<file path="config.mk">
export PLATFORM = sky130hd
export DESIGN_NAME = radix_number_string_parser_unit
export DESIGN_NICKNAME = d
export VERILOG_FILES = /design/src/design/rnsp_pkg.sv /design/src/design/rnsp_mul.sv /design/src/design/rnsp_div.sv /design/src/design/radix_number_string_parser_unit.sv
export SDC_FILE = /design/constraint.sdc
export NUM_CORES = 1
export LEC_CHECK = 0
export BUFFER_PORTS_ARGS = -buffer_cell sky130_fd_sc_hd__buf_2
export CORE_ASPECT_RATIO = 2
export CORE_MARGIN = 3
export CORE_UTILIZATION = 44
export DETAILED_ROUTE_END_ITERATION = 8
export HOLD_SLACK_MARGIN = 0.06
export PLACE_DENSITY_LB_ADDON = 0.1
export SYNTH_ARGS = -nofsm -noshare
export SYNTH_HDL_FRONTEND = slang
export SYNTH_SLANG_ARGS = --single-unit
</file>
<file path="constraint.sdc">
create_clock -name clk_i -period 9.1 [get_ports clk_i]
set_input_delay 1.82 -clock clk_i [delete_from_list [all_inputs] [get_ports clk_i]]
set_output_delay 1.82 -clock clk_i [all_outputs]
set_load 0.02 [all_outputs]
</file>
<file path="src/design/rnsp_pkg.sv">
// ----------------------------------------------------------------------------
// rnsp_pkg
// Shared types, character codes, status codes and digit decoding for the
// radix number string parser.
// ----------------------------------------------------------------------------
package rnsp_pkg;

  // ascii codes
  localparam logic [7:0] CH_ZERO    = 8'h30;
  localparam logic [7:0] CH_NINE    = 8'h39;
  localparam logic [7:0] CH_UPPER_A = 8'h41;
  localparam logic [7:0] CH_UPPER_Z = 8'h5a;
  localparam logic [7:0] CH_LOWER_A = 8'h61;
  localparam logic [7:0] CH_LOWER_Z = 8'h7a;
  localparam logic [7:0] CH_SPACE   = 8'h20;
  localparam logic [7:0] CH_MINUS   = 8'h2d;
  localparam logic [7:0] CH_PLUS    = 8'h2b;
  localparam logic [7:0] CH_POINT   = 8'h2e;

  // result status codes
  localparam logic [2:0] STAT_OK        = 3'd0;
  localparam logic [2:0] STAT_BAD_CHAR  = 3'd1;
  localparam logic [2:0] STAT_LATE_DIG  = 3'd2;
  localparam logic [2:0] STAT_TWO_POINT = 3'd3;
  localparam logic [2:0] STAT_OVERFLOW  = 3'd4;

  // parse phase
  localparam logic [1:0] PH_NONE   = 2'd0;
  localparam logic [1:0] PH_DIGITS = 2'd1;
  localparam logic [1:0] PH_CLOSED = 2'd2;

  localparam logic [5:0] RADIX_RESET   = 6'd10;
  localparam logic [5:0] RADIX_DEFAULT = 6'd10;
  localparam logic [5:0] RADIX_MIN     = 6'd2;
  localparam logic [5:0] RADIX_MAX     = 6'd36;

  typedef struct packed {
    logic       ok;
    logic [5:0] val;
  } digit_t;

  typedef struct packed {
    logic busy;
    logic done;
  } div_stat_t;

  function automatic digit_t digit_of(input logic [7:0] c);
    digit_t d;
    d.ok  = 1'b0;
    d.val = '0;
    if (c >= CH_ZERO && c <= CH_NINE) begin
      d.ok  = 1'b1;
      d.val = 6'(c - CH_ZERO);
    end else if (c >= CH_UPPER_A && c <= CH_UPPER_Z) begin
      d.ok  = 1'b1;
      d.val = 6'(c - CH_UPPER_A) + 6'd10;
    end else if (c >= CH_LOWER_A && c <= CH_LOWER_Z) begin
      d.ok  = 1'b1;
      d.val = 6'(c - CH_LOWER_A) + 6'd10;
    end
    return d;
  endfunction

  function automatic logic [5:0] eff_radix(input logic [5:0] r);
    logic [5:0] e;
    e = r;
    if (r == '0) begin
      e = RADIX_DEFAULT;
    end else if (r < RADIX_MIN) begin
      e = RADIX_MIN;
    end else if (r > RADIX_MAX) begin
      e = RADIX_MAX;
    end
    return e;
  endfunction

endpackage

</file>
<file path="src/design/rnsp_mul.sv">
// ----------------------------------------------------------------------------
// rnsp_mul
// Shared weight multiplier: place weight times a six bit factor (digit value
// or radix), with a flag when the product leaves the magnitude range.
// ----------------------------------------------------------------------------
module rnsp_mul #(
  parameter int VALUE_BITS = 48
) (
  input  logic [VALUE_BITS-1:0] weight_i,
  input  logic [5:0]            factor_i,
  output logic [VALUE_BITS-1:0] prod_o,
  output logic                  over_o
);

  logic [VALUE_BITS+5:0] full;

  assign full   = (VALUE_BITS+6)'(weight_i) * (VALUE_BITS+6)'(factor_i);
  assign prod_o = full[VALUE_BITS-1:0];
  assign over_o = |full[VALUE_BITS+5:VALUE_BITS];

endmodule

</file>
<file path="src/design/rnsp_div.sv">
// ----------------------------------------------------------------------------
// rnsp_div
// Restoring divider, one quotient bit per cycle. The dividend is the digit
// magnitude shifted up by the fraction bits; the quotient is the fixed-point
// magnitude truncated toward zero.
// ----------------------------------------------------------------------------
module rnsp_div #(
  parameter int VALUE_BITS    = 48,
  parameter int FRACTION_BITS = 16
) (
  input  logic                                clk_i,
  input  logic                                rst_ni,
  input  logic                                start_i,
  input  logic [VALUE_BITS+FRACTION_BITS-1:0] dividend_i,
  input  logic [VALUE_BITS-1:0]               divisor_i,
  output rnsp_pkg::div_stat_t                 stat_o,
  output logic [VALUE_BITS+FRACTION_BITS-1:0] quotient_o
);
  import rnsp_pkg::*;

  localparam int QW = VALUE_BITS + FRACTION_BITS;
  localparam int CW = $clog2(QW + 1);

  logic [VALUE_BITS-1:0] rem_q;
  logic [QW-1:0]         quo_q;
  logic [CW-1:0]         cnt_q;
  logic                  busy_q;
  logic                  done_q;
  logic [VALUE_BITS:0]   rem_shift;
  logic [VALUE_BITS:0]   rem_sub;
  logic                  take;

  assign rem_shift = {rem_q, quo_q[QW-1]};
  assign take      = rem_shift >= {1'b0, divisor_i};
  assign rem_sub   = rem_shift - {1'b0, divisor_i};

  always_ff @(posedge clk_i or negedge rst_ni) begin
    if (!rst_ni) begin
      busy_q <= 1'b0;
      done_q <= 1'b0;
      cnt_q  <= '0;
    end else begin
      done_q <= 1'b0;
      if (start_i) begin
        busy_q <= 1'b1;
        cnt_q  <= CW'(QW);
      end else if (busy_q) begin
        cnt_q <= cnt_q - CW'(1);
        if (cnt_q == CW'(1)) begin
          busy_q <= 1'b0;
          done_q <= 1'b1;
        end
      end
    end
  end

  always_ff @(posedge clk_i) begin
    if (start_i) begin
      rem_q <= '0;
      quo_q <= dividend_i;
    end else if (busy_q) begin
      rem_q <= take ? rem_sub[VALUE_BITS-1:0] : rem_shift[VALUE_BITS-1:0];
      quo_q <= {quo_q[QW-2:0], take};
    end
  end

  assign stat_o.busy = busy_q;
  assign stat_o.done = done_q;
  assign quotient_o  = quo_q;

endmodule

</file>
<file path="src/design/radix_number_string_parser_unit.sv">
// ----------------------------------------------------------------------------
// radix_number_string_parser_unit
// Parses a number string fed last character first into signed fixed point.
// ----------------------------------------------------------------------------
// Characters arrive rightmost first, one item per handshake. A non-digit
// character is accepted and then decoded; a digit adds a weight step, since
// the one shared multiplier is used twice: digit times place weight, then
// place weight times radix. The item marked last is followed by a setup
// step, a restoring division (skipped on error) and result loading; the
// result sits in an output register while the next string is taken, and a
// further last item waits until it has gone. The user must write the radix
// register (0 means ten) only while the block is idle; it is not enforced.
module radix_number_string_parser_unit #(
  parameter int VALUE_BITS    = 48,
  parameter int FRACTION_BITS = 16
) (
  input  logic                  clk_i,
  input  logic                  rst_ni,
  input  logic                  cfg_we_i,
  input  logic [5:0]            cfg_data_i,
  input  logic                  in_valid_i,
  output logic                  in_ready_o,
  input  logic [7:0]            char_code_i,
  input  logic                  is_last_i,
  output logic                  out_valid_o,
  input  logic                  out_ready_i,
  output logic [2:0]            status_o,
  output logic signed [VALUE_BITS-1:0] value_o
);
  import rnsp_pkg::*;

  localparam int QW = VALUE_BITS + FRACTION_BITS;
  localparam logic [VALUE_BITS-1:0] MAG = {VALUE_BITS{1'b1}};

  typedef enum logic [2:0] {
    S_IDLE,
    S_CHAR,
    S_WEIGHT,
    S_FINISH,
    S_DIV,
    S_RESULT
  } state_e;

  state_e state_q, state_d;

  logic [5:0]            radix_q, radix_d;
  logic [7:0]            char_q;
  logic                  last_q;
  logic [VALUE_BITS-1:0] acc_q, acc_d;
  logic [VALUE_BITS-1:0] pw_q, pw_d;
  logic [VALUE_BITS-1:0] fdiv_q, fdiv_d;
  logic [1:0]            phase_q, phase_d;
  logic                  point_q, point_d;
  logic                  neg_q, neg_d;
  logic [2:0]            err_q, err_d;
  logic                  out_valid_q, out_valid_d;
  logic [2:0]            status_q, status_d;
  logic [VALUE_BITS-1:0] value_q, value_d;

  logic [5:0]            radix_eff;
  digit_t                dig;
  logic [5:0]            mul_factor;
  logic [VALUE_BITS-1:0] prod;
  logic                  prod_over;
  logic [VALUE_BITS:0]   acc_sum;
  logic                  div_start;
  div_stat_t             div_stat;
  logic [QW-1:0]         quotient;
  logic [QW-1:0]         bound;
  state_e                after_char;

  assign radix_eff  = eff_radix(radix_q);
  assign dig        = digit_of(char_q);
  assign mul_factor = (state_q == S_WEIGHT) ? radix_eff : dig.val;
  assign acc_sum    = {1'b0, acc_q} + {1'b0, prod};
  assign after_char = last_q ? S_FINISH : S_IDLE;
  assign bound      = (QW'(1) << (VALUE_BITS - 1)) - QW'(!neg_q);

  rnsp_mul #(
    .VALUE_BITS(VALUE_BITS)
  ) u_mul (
    .weight_i(pw_q),
    .factor_i(mul_factor),
    .prod_o  (prod),
    .over_o  (prod_over)
  );

  rnsp_div #(
    .VALUE_BITS   (VALUE_BITS),
    .FRACTION_BITS(FRACTION_BITS)
  ) u_div (
    .clk_i     (clk_i),
    .rst_ni    (rst_ni),
    .start_i   (div_start),
    .dividend_i(QW'(acc_q) << FRACTION_BITS),
    .divisor_i (fdiv_q),
    .stat_o    (div_stat),
    .quotient_o(quotient)
  );

  always_comb begin
    state_d     = state_q;
    radix_d     = cfg_we_i ? cfg_data_i : radix_q;
    acc_d       = acc_q;
    pw_d        = pw_q;
    fdiv_d      = fdiv_q;
    phase_d     = phase_q;
    point_d     = point_q;
    neg_d       = neg_q;
    err_d       = err_q;
    out_valid_d = out_valid_q && !out_ready_i;
    status_d    = status_q;
    value_d     = value_q;
    div_start   = 1'b0;

    unique case (state_q)
      S_IDLE: begin
        if (in_valid_i) begin
          state_d = S_CHAR;
        end
      end
      S_CHAR: begin
        state_d = after_char;
        if (err_q == STAT_OK) begin
          if (dig.ok) begin
            if (dig.val >= radix_eff) begin
              err_d = STAT_BAD_CHAR;
            end else if (phase_q == PH_CLOSED) begin
              err_d = STAT_LATE_DIG;
            end else if (dig.val != '0 && (pw_q == MAG || prod_over)) begin
              err_d = STAT_OVERFLOW;
            end else if (dig.val != '0 && acc_sum[VALUE_BITS]) begin
              err_d = STAT_OVERFLOW;
            end else begin
              if (dig.val != '0) begin
                acc_d = acc_sum[VALUE_BITS-1:0];
              end
              state_d = S_WEIGHT;
            end
          end else if (char_q == CH_SPACE) begin
            if (phase_q == PH_DIGITS) begin
              phase_d = PH_CLOSED;
            end
          end else if (phase_q == PH_DIGITS && (char_q == CH_MINUS || char_q == CH_PLUS)) begin
            phase_d = PH_CLOSED;
            if (char_q == CH_MINUS) begin
              neg_d = 1'b1;
            end
          end else if (phase_q == PH_DIGITS && char_q == CH_POINT) begin
            if (point_q) begin
              err_d = STAT_TWO_POINT;
            end else if (pw_q == MAG) begin
              err_d = STAT_OVERFLOW;
            end else begin
              point_d = 1'b1;
              fdiv_d  = pw_q;
            end
          end else begin
            err_d = STAT_BAD_CHAR;
          end
        end
      end
      S_WEIGHT: begin
        pw_d    = prod_over ? MAG : prod;
        phase_d = PH_DIGITS;
        state_d = after_char;
      end
      S_FINISH: begin
        if (err_q == STAT_OK) begin
          div_start = 1'b1;
          state_d   = S_DIV;
        end else begin
          state_d = S_RESULT;
        end
      end
      S_DIV: begin
        if (div_stat.done) begin
          state_d = S_RESULT;
        end
      end
      S_RESULT: begin
        if (!out_valid_q || out_ready_i) begin
          out_valid_d = 1'b1;
          if (err_q != STAT_OK) begin
            status_d = err_q;
            value_d  = '0;
          end else if (quotient > bound) begin
            status_d = STAT_OVERFLOW;
            value_d  = '0;
          end else begin
            status_d = STAT_OK;
            value_d  = neg_q ? VALUE_BITS'(0) - quotient[VALUE_BITS-1:0]
                             : quotient[VALUE_BITS-1:0];
          end
          acc_d   = '0;
          pw_d    = VALUE_BITS'(1);
          fdiv_d  = VALUE_BITS'(1);
          phase_d = PH_NONE;
          point_d = 1'b0;
          neg_d   = 1'b0;
          err_d   = STAT_OK;
          state_d = S_IDLE;
        end
      end
      default: begin
        state_d = S_IDLE;
      end
    endcase
  end

  always_ff @(posedge clk_i or negedge rst_ni) begin
    if (!rst_ni) begin
      state_q     <= S_IDLE;
      radix_q     <= RADIX_RESET;
      acc_q       <= '0;
      pw_q        <= VALUE_BITS'(1);
      fdiv_q      <= VALUE_BITS'(1);
      phase_q     <= PH_NONE;
      point_q     <= 1'b0;
      neg_q       <= 1'b0;
      err_q       <= STAT_OK;
      out_valid_q <= 1'b0;
      status_q    <= STAT_OK;
      value_q     <= '0;
    end else begin
      state_q     <= state_d;
      radix_q     <= radix_d;
      acc_q       <= acc_d;
      pw_q        <= pw_d;
      fdiv_q      <= fdiv_d;
      phase_q     <= phase_d;
      point_q     <= point_d;
      neg_q       <= neg_d;
      err_q       <= err_d;
      out_valid_q <= out_valid_d;
      status_q    <= status_d;
      value_q     <= value_d;
    end
  end

  // input item holding register
  always_ff @(posedge clk_i) begin
    if (in_valid_i && in_ready_o) begin
      char_q <= char_code_i;
      last_q <= is_last_i;
    end
  end

  assign in_ready_o  = (state_q == S_IDLE);
  assign out_valid_o = out_valid_q;
  assign status_o    = status_q;
  assign value_o     = value_q;

  a_div_only_in_div: assert property (@(posedge clk_i) disable iff (!rst_ni)
    div_stat.busy |-> state_q == S_DIV)
    else $error("divider busy outside divide state");

  a_weight_nonzero: assert property (@(posedge clk_i) disable iff (!rst_ni)
    pw_q != '0)
    else $error("place weight is zero");

  a_fdiv_le_weight: assert property (@(posedge clk_i) disable iff (!rst_ni)
    fdiv_q <= pw_q)
    else $error("fraction divisor above place weight");

  a_acc_below_weight: assert property (@(posedge clk_i) disable iff (!rst_ni)
    (state_q != S_WEIGHT && pw_q != MAG) |-> acc_q < pw_q)
    else $error("accumulator not below place weight");

  a_error_value_zero: assert property (@(posedge clk_i) disable iff (!rst_ni)
    (out_valid_o && status_o != STAT_OK) |-> value_o == '0)
    else $error("nonzero value with error status");

endmodule

</file>
==> run summary, run 1 <==
IO Count: 73
metal2 WL: 59.66 mm
number of synthesized flops with an enable pin: 57
Post-Syn Area: 31330 µm²
largest net degree at the start of global routing: 128
critical path type: reg2reg
Synth area leader: dfrtp_1
Req. time, crit path: 9.58 ns
fin crit period: 8.825 ns
later-pin clock latency in the skew report: 0.60 ns
via/cell ratio: 5.741
vias in the first global route: 29480
Synth top area share: 0.1733
maximum clock frequency: 0.1133 GHz
post-synthesis async set-or-reset flop share: 0.6462
area occupied by multi-input gates: 21510 µm²
hold path depth: 2
share of layout cells above drive strength 1: 0.1475
# DRC: 0
DIE AREA: 74630 µm²
DR iter-0 viols: 1466
clk buf depth: 3
Top Layer Used: met4
GPL Wtd Cong: 1.002
First-pass DRT Iterations: 6
final count of pins violating max slew: 0
crit start category: flop
syn avg cell area: 8.237 µm²
worst hold endpoint: value_o[4]
Yosys reg bits: 342
H-tree Lvls: 2
Worst slew margin: 0.2675
CTS tree: done
Post-Layout Cell Count: 4943
n_diodes: 0
Synth area leaders: dfrtp_1 17%, fa_1 12%, ha_1 8.9%, o21ai_0 5.6%, edfxtp_1 5.5%
Setup crit end kind: flop
Warnings, synthesis: 0
final WL: 110.9 mm
initial antenna violation count: 0
FP Rows: 137
worst reg-to-reg path cell count: 43
status: finished, final reports clean
Final Hold Viols: 0
Worst-Margin Slew: 1.099 ns
hold_buf cts: 0
root buffer cell: clkbuf_16
met3 WL post-DR: 3.747 mm
hold path startpoint: value_o[4]
fill count: 6814
Final ANT Viol Nets: 0
CP max stage delay: 0.57 ns
clock skew: 0.03594 ns
Reg-to-Reg End: acc_q[37]
count of input and output buffers: 72
R2R Setup Slk: 0.27 ns
area of the core: 70110 µm²
reg-to-reg critical path startpoint: char_q[0]
HP Class: reg2reg
placed cell count: 4834
CP Max Fanout: 6
reported max-cap violation count: 0
count leader, synth: nand2_1
final net count: 4440
final setup fails: 0
first-pass GRT wire length: 167.4 mm
DR vias: 28380
Cells after Synth: 3803
Worst-path clk slew: 0.06 ns
Final period util: 0.9698
syn_nets: 4233
CTS sink count: 342
worst path arrival time: 9.30 ns
storage element area: 8536 µm²
Die H: 383.4 µm
clock buffer count from CTS: 38
global route overflow: 0
Die Wd: 194.7 µm
CP dominant cell by count: buf_4
Synth Flop Type: dfrtp_1
GRT Total Usage: 0.2880
DP HPWL: 83.67 mm
wl on met1: 37.07 mm
slowest CP cell: fa_1
post-synthesis cell type count: 77
starting density of the core: 0.4468
Layout area overhead: 17.39%
synth cell count leaders: 411 x nand2_1, 367 x inv_1, 353 x o21ai_0
routed len/inst: 22.43 µm
post-synthesis sequential area ratio: 0.2722
[worst max-delay path, delay by kind of cell (launching register included)]
kind                       cells  cell delay (ns)
buffers and inverters         14             2.02
and+or+nand+nor                8             1.21
xor gates and xnor gates       1             0.21
DFF                            1             0.45
adders and majority gates      6             2.31
muxes                          1             0.33
AOI/OAI and AO/OA             13             2.15
[stage by stage]
step | instance area (µm²) | hold slack, ns | util | worst slack [ns] | setup TNS (ns)
after floorplan | 31330 | 0.4498 | - | 0.05984 | 0
after global placement | 34260 | 0.4549 | 0.4886 | -0.2853 | -6.942
after detailed placement | 34260 | 0.4654 | 0.4886 | -0.2995 | -10.58
after CTS | 35710 | 0.4792 | 0.5094 | 0.003187 | 0
after global routing | 36770 | 0.5009 | 0.5245 | -0.09545 | -2.351
final | 36770 | 0.4725 | 0.5245 | 0.2747 | 0
[cell usage in the layout, fill, tap and decap left out, types with 64 or more instances in the layout]
cell     count
xnor2_1     71
buf_2       72
nand4_1     64
ha_1       202
dfrtp_1    215
o21ai_0    328
nand3_1    114
fa_1       186
dfxtp_1     64
a21o_1      82
and2_1     220
nand2_1    399
inv_1      365
buf_4      271
a21oi_1    312
xor2_1     102
nor2_1     215
[area by class of cell]
| cell class | count | share of cell area |
|---|---|---|
| Clock buffer | 46 | 0.02725 |
| Inverter | 367 | 0.03746 |
| Timing Repair Buffer | 371 | 0.08030 |
| Sequential cell | 342 | 0.2321 |
| Tap cell | 903 | 0.03072 |
| Clock inverter | 24 | 0.007145 |
| Multi-Input combinational cell | 2890 | 0.5850 |
[worst max-delay path by stage]
stage               cells past startpoint  slack [ns]  startpoint         end
finish                                 43        0.27   char_q[0]   acc_q[37]
global route                           47        -0.1   char_q[0]   acc_q[14]
CTS                                    42       0.003   char_q[0]   acc_q[46]
detailed placement                     39       -0.30   char_q[0]  state_q[0]
global placement                       39       -0.29   char_q[1]  state_q[0]
floorplan                              40        0.06   char_q[1]   acc_q[24]
[logic make-up after synthesis]
group,count (synthesis),synth area share
AO/OA/AOI/OAI,1012,0.1909
XOR/XNOR,182,0.05088
adder cells (fa/ha/maj),410,0.2086
buffers and inverters,574,0.06882
flip-flops,342,0.2722
multiplexers,44,0.01446
AND/OR/NAND/NOR,1239,0.1941
[routing by layer]
layer | vias to the layer above | GRT usage
met1 | 13840 | 0.2776
met4 | 0 | 0.2064
met5 | - | 0
met2 | 745 | 0.5604
met3 | 397 | 0.02878
li1 | 13400 | -
[registers in the layout, summed over array words and instances, names as in the netlist, 2 cells and up]
name and cells:
u_div.cnt_q 7, pw_q 48, acc_q 48, fdiv_q 48, radix_q 6, u_div.rem_q 48
state_q 3, char_q 8, status_o 3, u_div.quotient_o 64, phase_q 2, err_q 3
value_o 48
[timing repair]
item	4_1_cts	5_1_grt
endpoints found under the setup margin	50	51
gates cloned	4	7
buffers inserted	5	22
resized for setup	16	137
pin swaps	3	43
Power of run 1 is not shown: default switching activity piles up to over one toggle a cycle in this logic, so the estimate is an artifact.
==> inputs of run 2 (changes only) <==
- PLACE_DENSITY_LB_ADDON: 0.1 -> unset
==> run 2 against run 1 <==
Net effect:
- via count fell by 0.20%
- first-iteration DRC count increased by 7.0%
- cell count fell by 2.2%
- worst hold slack lost 0.0021 ns
- cell area decreased by 2.4%
- critical path type unchanged
- non-clock buffer count fell by 109
- critical endpoint is now acc_q[3]
==> run summary, run 2 (synthesis gave the netlist of run 1 again) <==
status: finished, final reports clean (unchanged)
critical path type: reg2reg (unchanged)
final setup fails: 0 (unchanged)
hold_buf cts: 0 (unchanged)
HP Class: reg2reg (unchanged)
Layout Utilization: 0.5118 (was 0.5245)
clk buf depth: 3 (unchanged)
Worst-path clk slew: 0.07 ns (was 0.06 ns)
Layout area overhead: 14.54% (was 17.39%)
most frequent cells in the layout: 402 x nand2_1, 365 x inv_1, 327 x o21ai_0, 309 x a21oi_1, 217 x and2_1 (was 399 x nand2_1, 365 x inv_1, 328 x o21ai_0, 312 x a21oi_1, 271 x buf_4)
Setup crit end kind: flop (unchanged)
CTS tree: done (unchanged)
fill count: 6783 (was 6814)
final net count: 4329 (was 4440)
final count of pins violating max slew: 0 (unchanged)
# DRC: 0 (unchanged)
TNS Setup: 0 ns (unchanged)
reported max-cap violation count: 0 (unchanged)
Finished Cell Area: 35880 µm² (was 36770 µm²)
worst path arrival time: 9.31 ns (was 9.30 ns)
share of layout cells above drive strength 1: 0.1255 (was 0.1475)
DIE AREA: 74630 µm² (unchanged)
Final Hold Viols: 0 (unchanged)
CP dominant cell by count: buf_4 (unchanged)
DP HPWL: 80.50 mm (was 83.67 mm)
initial antenna violation count: 0 (unchanged)
commonest non-fill, non-tap cell in the layout: nand2_1 (unchanged)
Worst slew margin: 0.1799 (was 0.2675)
GPL Wtd Cong: 0.9853 (was 1.002)
Placed Area: 33470 µm² (was 34260 µm²)
first-pass GRT wire length: 162.9 mm (was 167.4 mm)
GRT Total Usage: 0.2775 (was 0.2880)
CTS sink count: 342 (unchanged)
max FFs per register: 64 (unchanged)
DR vias: 28320 (was 28380)
final hold slack: 0.4704 ns (was 0.4725 ns)
later-pin clock latency in the skew report: 0.59 ns (was 0.60 ns)
Die Wd: 194.7 µm (unchanged)
IO Count: 73 (unchanged)
final WL: 107.4 mm (was 110.9 mm)
CP Max Fanout: 23 (was 6)
Final ANT Viol Nets: 0 (unchanged)
slowest CP cell: fa_1 (unchanged)
DR iter-0 viols: 1568 (was 1466)
clock buffer count from CTS: 38 (unchanged)
global route overflow: 0 (unchanged)
H-tree Lvls: 2 (unchanged)
FP Rows: 137 (unchanged)
largest net degree at the start of global routing: 133 (was 128)
vias in the first global route: 29260 (was 29480)
maximum clock frequency: 0.1133 GHz (unchanged)
clock skew: 0.02791 ns (was 0.03594 ns)
crit start category: flop (unchanged)
routed len/inst: 22.24 µm (was 22.43 µm)
Die H: 383.4 µm (unchanged)
First-pass DRT Iterations: 5 (was 6)
Final period util: 0.9698 (about the same)
fin crit period: 8.825 ns (about the same)
via/cell ratio: 5.861 (was 5.741)
Worst-Margin Slew: 1.217 ns (was 1.099 ns)
root buffer cell: clkbuf_16 (unchanged)
count of input and output buffers: 72 (unchanged)
CP max stage delay: 0.53 ns (was 0.57 ns)
area of the core: 70110 µm² (unchanged)
n_diodes: 0 (unchanged)
Req. time, crit path: 9.59 ns (was 9.58 ns)
starting density of the core: 0.4468 (unchanged)
[run 2: path summary, 6_finish.rpt]
kind                                  start          end  slack (ns)  cells after the start
worst max-delay path              char_q[0]     acc_q[3]        0.27                     41
worst min-delay path            status_o[0]  status_o[0]        0.47                      2
worst max register to register    char_q[0]     acc_q[3]        0.27                     41
worst min register to register  status_o[0]  status_o[0]        0.47                      2
max in group asynchronous            rst_ni   fdiv_q[41]        6.47                      2
min in group asynchronous            rst_ni   state_q[2]        1.24                      1
[run 2: repair_timing]
| action | CTS | global route |
|---|---|---|
| pin swaps | 0 | 48 |
| buffers inserted | 0 | 22 |
| gates cloned | 0 | 8 |
| setup endpoints to repair | 46 | 51 |
| gates resized for setup | 5 | 150 |
[run 2: layout make-up]
class                   count  area (µm²)  share of cell area
multi-input cells        2888       21400              0.5963
inverters                 367        1378             0.03839
clock inverters            20       251.5            0.007009
flip-flops and latches    342        8533              0.2378
well taps                 903        1130             0.03149
clock buffers              50        1109             0.03090
repair buffers            262        2085             0.05810
[run 2: per-stage QoR]
step / instances / worst slack, ns
floorplan: 3803 / 0.05984
global placement: 4732 / -0.1415
detailed placement: 4732 / -0.1751
CTS: 4802 / 0.01176
global route: 4832 / -0.1203
finish: 4832 / 0.2747
[run 2: critical path, delay by kind of cell, from the launching register on]
family                     cells  cell delay [ns]
adders and majority gates      6             2.20
xor gates and xnor gates       1             0.26
DFF                            1             0.46
AOI/OAI and AO/OA             14             2.50
buffers and inverters         11             1.54
and+or+nand+nor                8             1.40
muxes                          1             0.33
[run 2: per-layer routing]
metal / GRT usage / vias up / routed length, µm
met2: 0.5368 / 771 / 57580
met1: 0.2670 / 13940 / 35960
met4: 0.2130 / 0 / 10470
li1: - / 13190 / -
met5: 0 / - / 0
met3: 0.02378 / 422 / 3430
Power of run 2 is left out for the same reason.
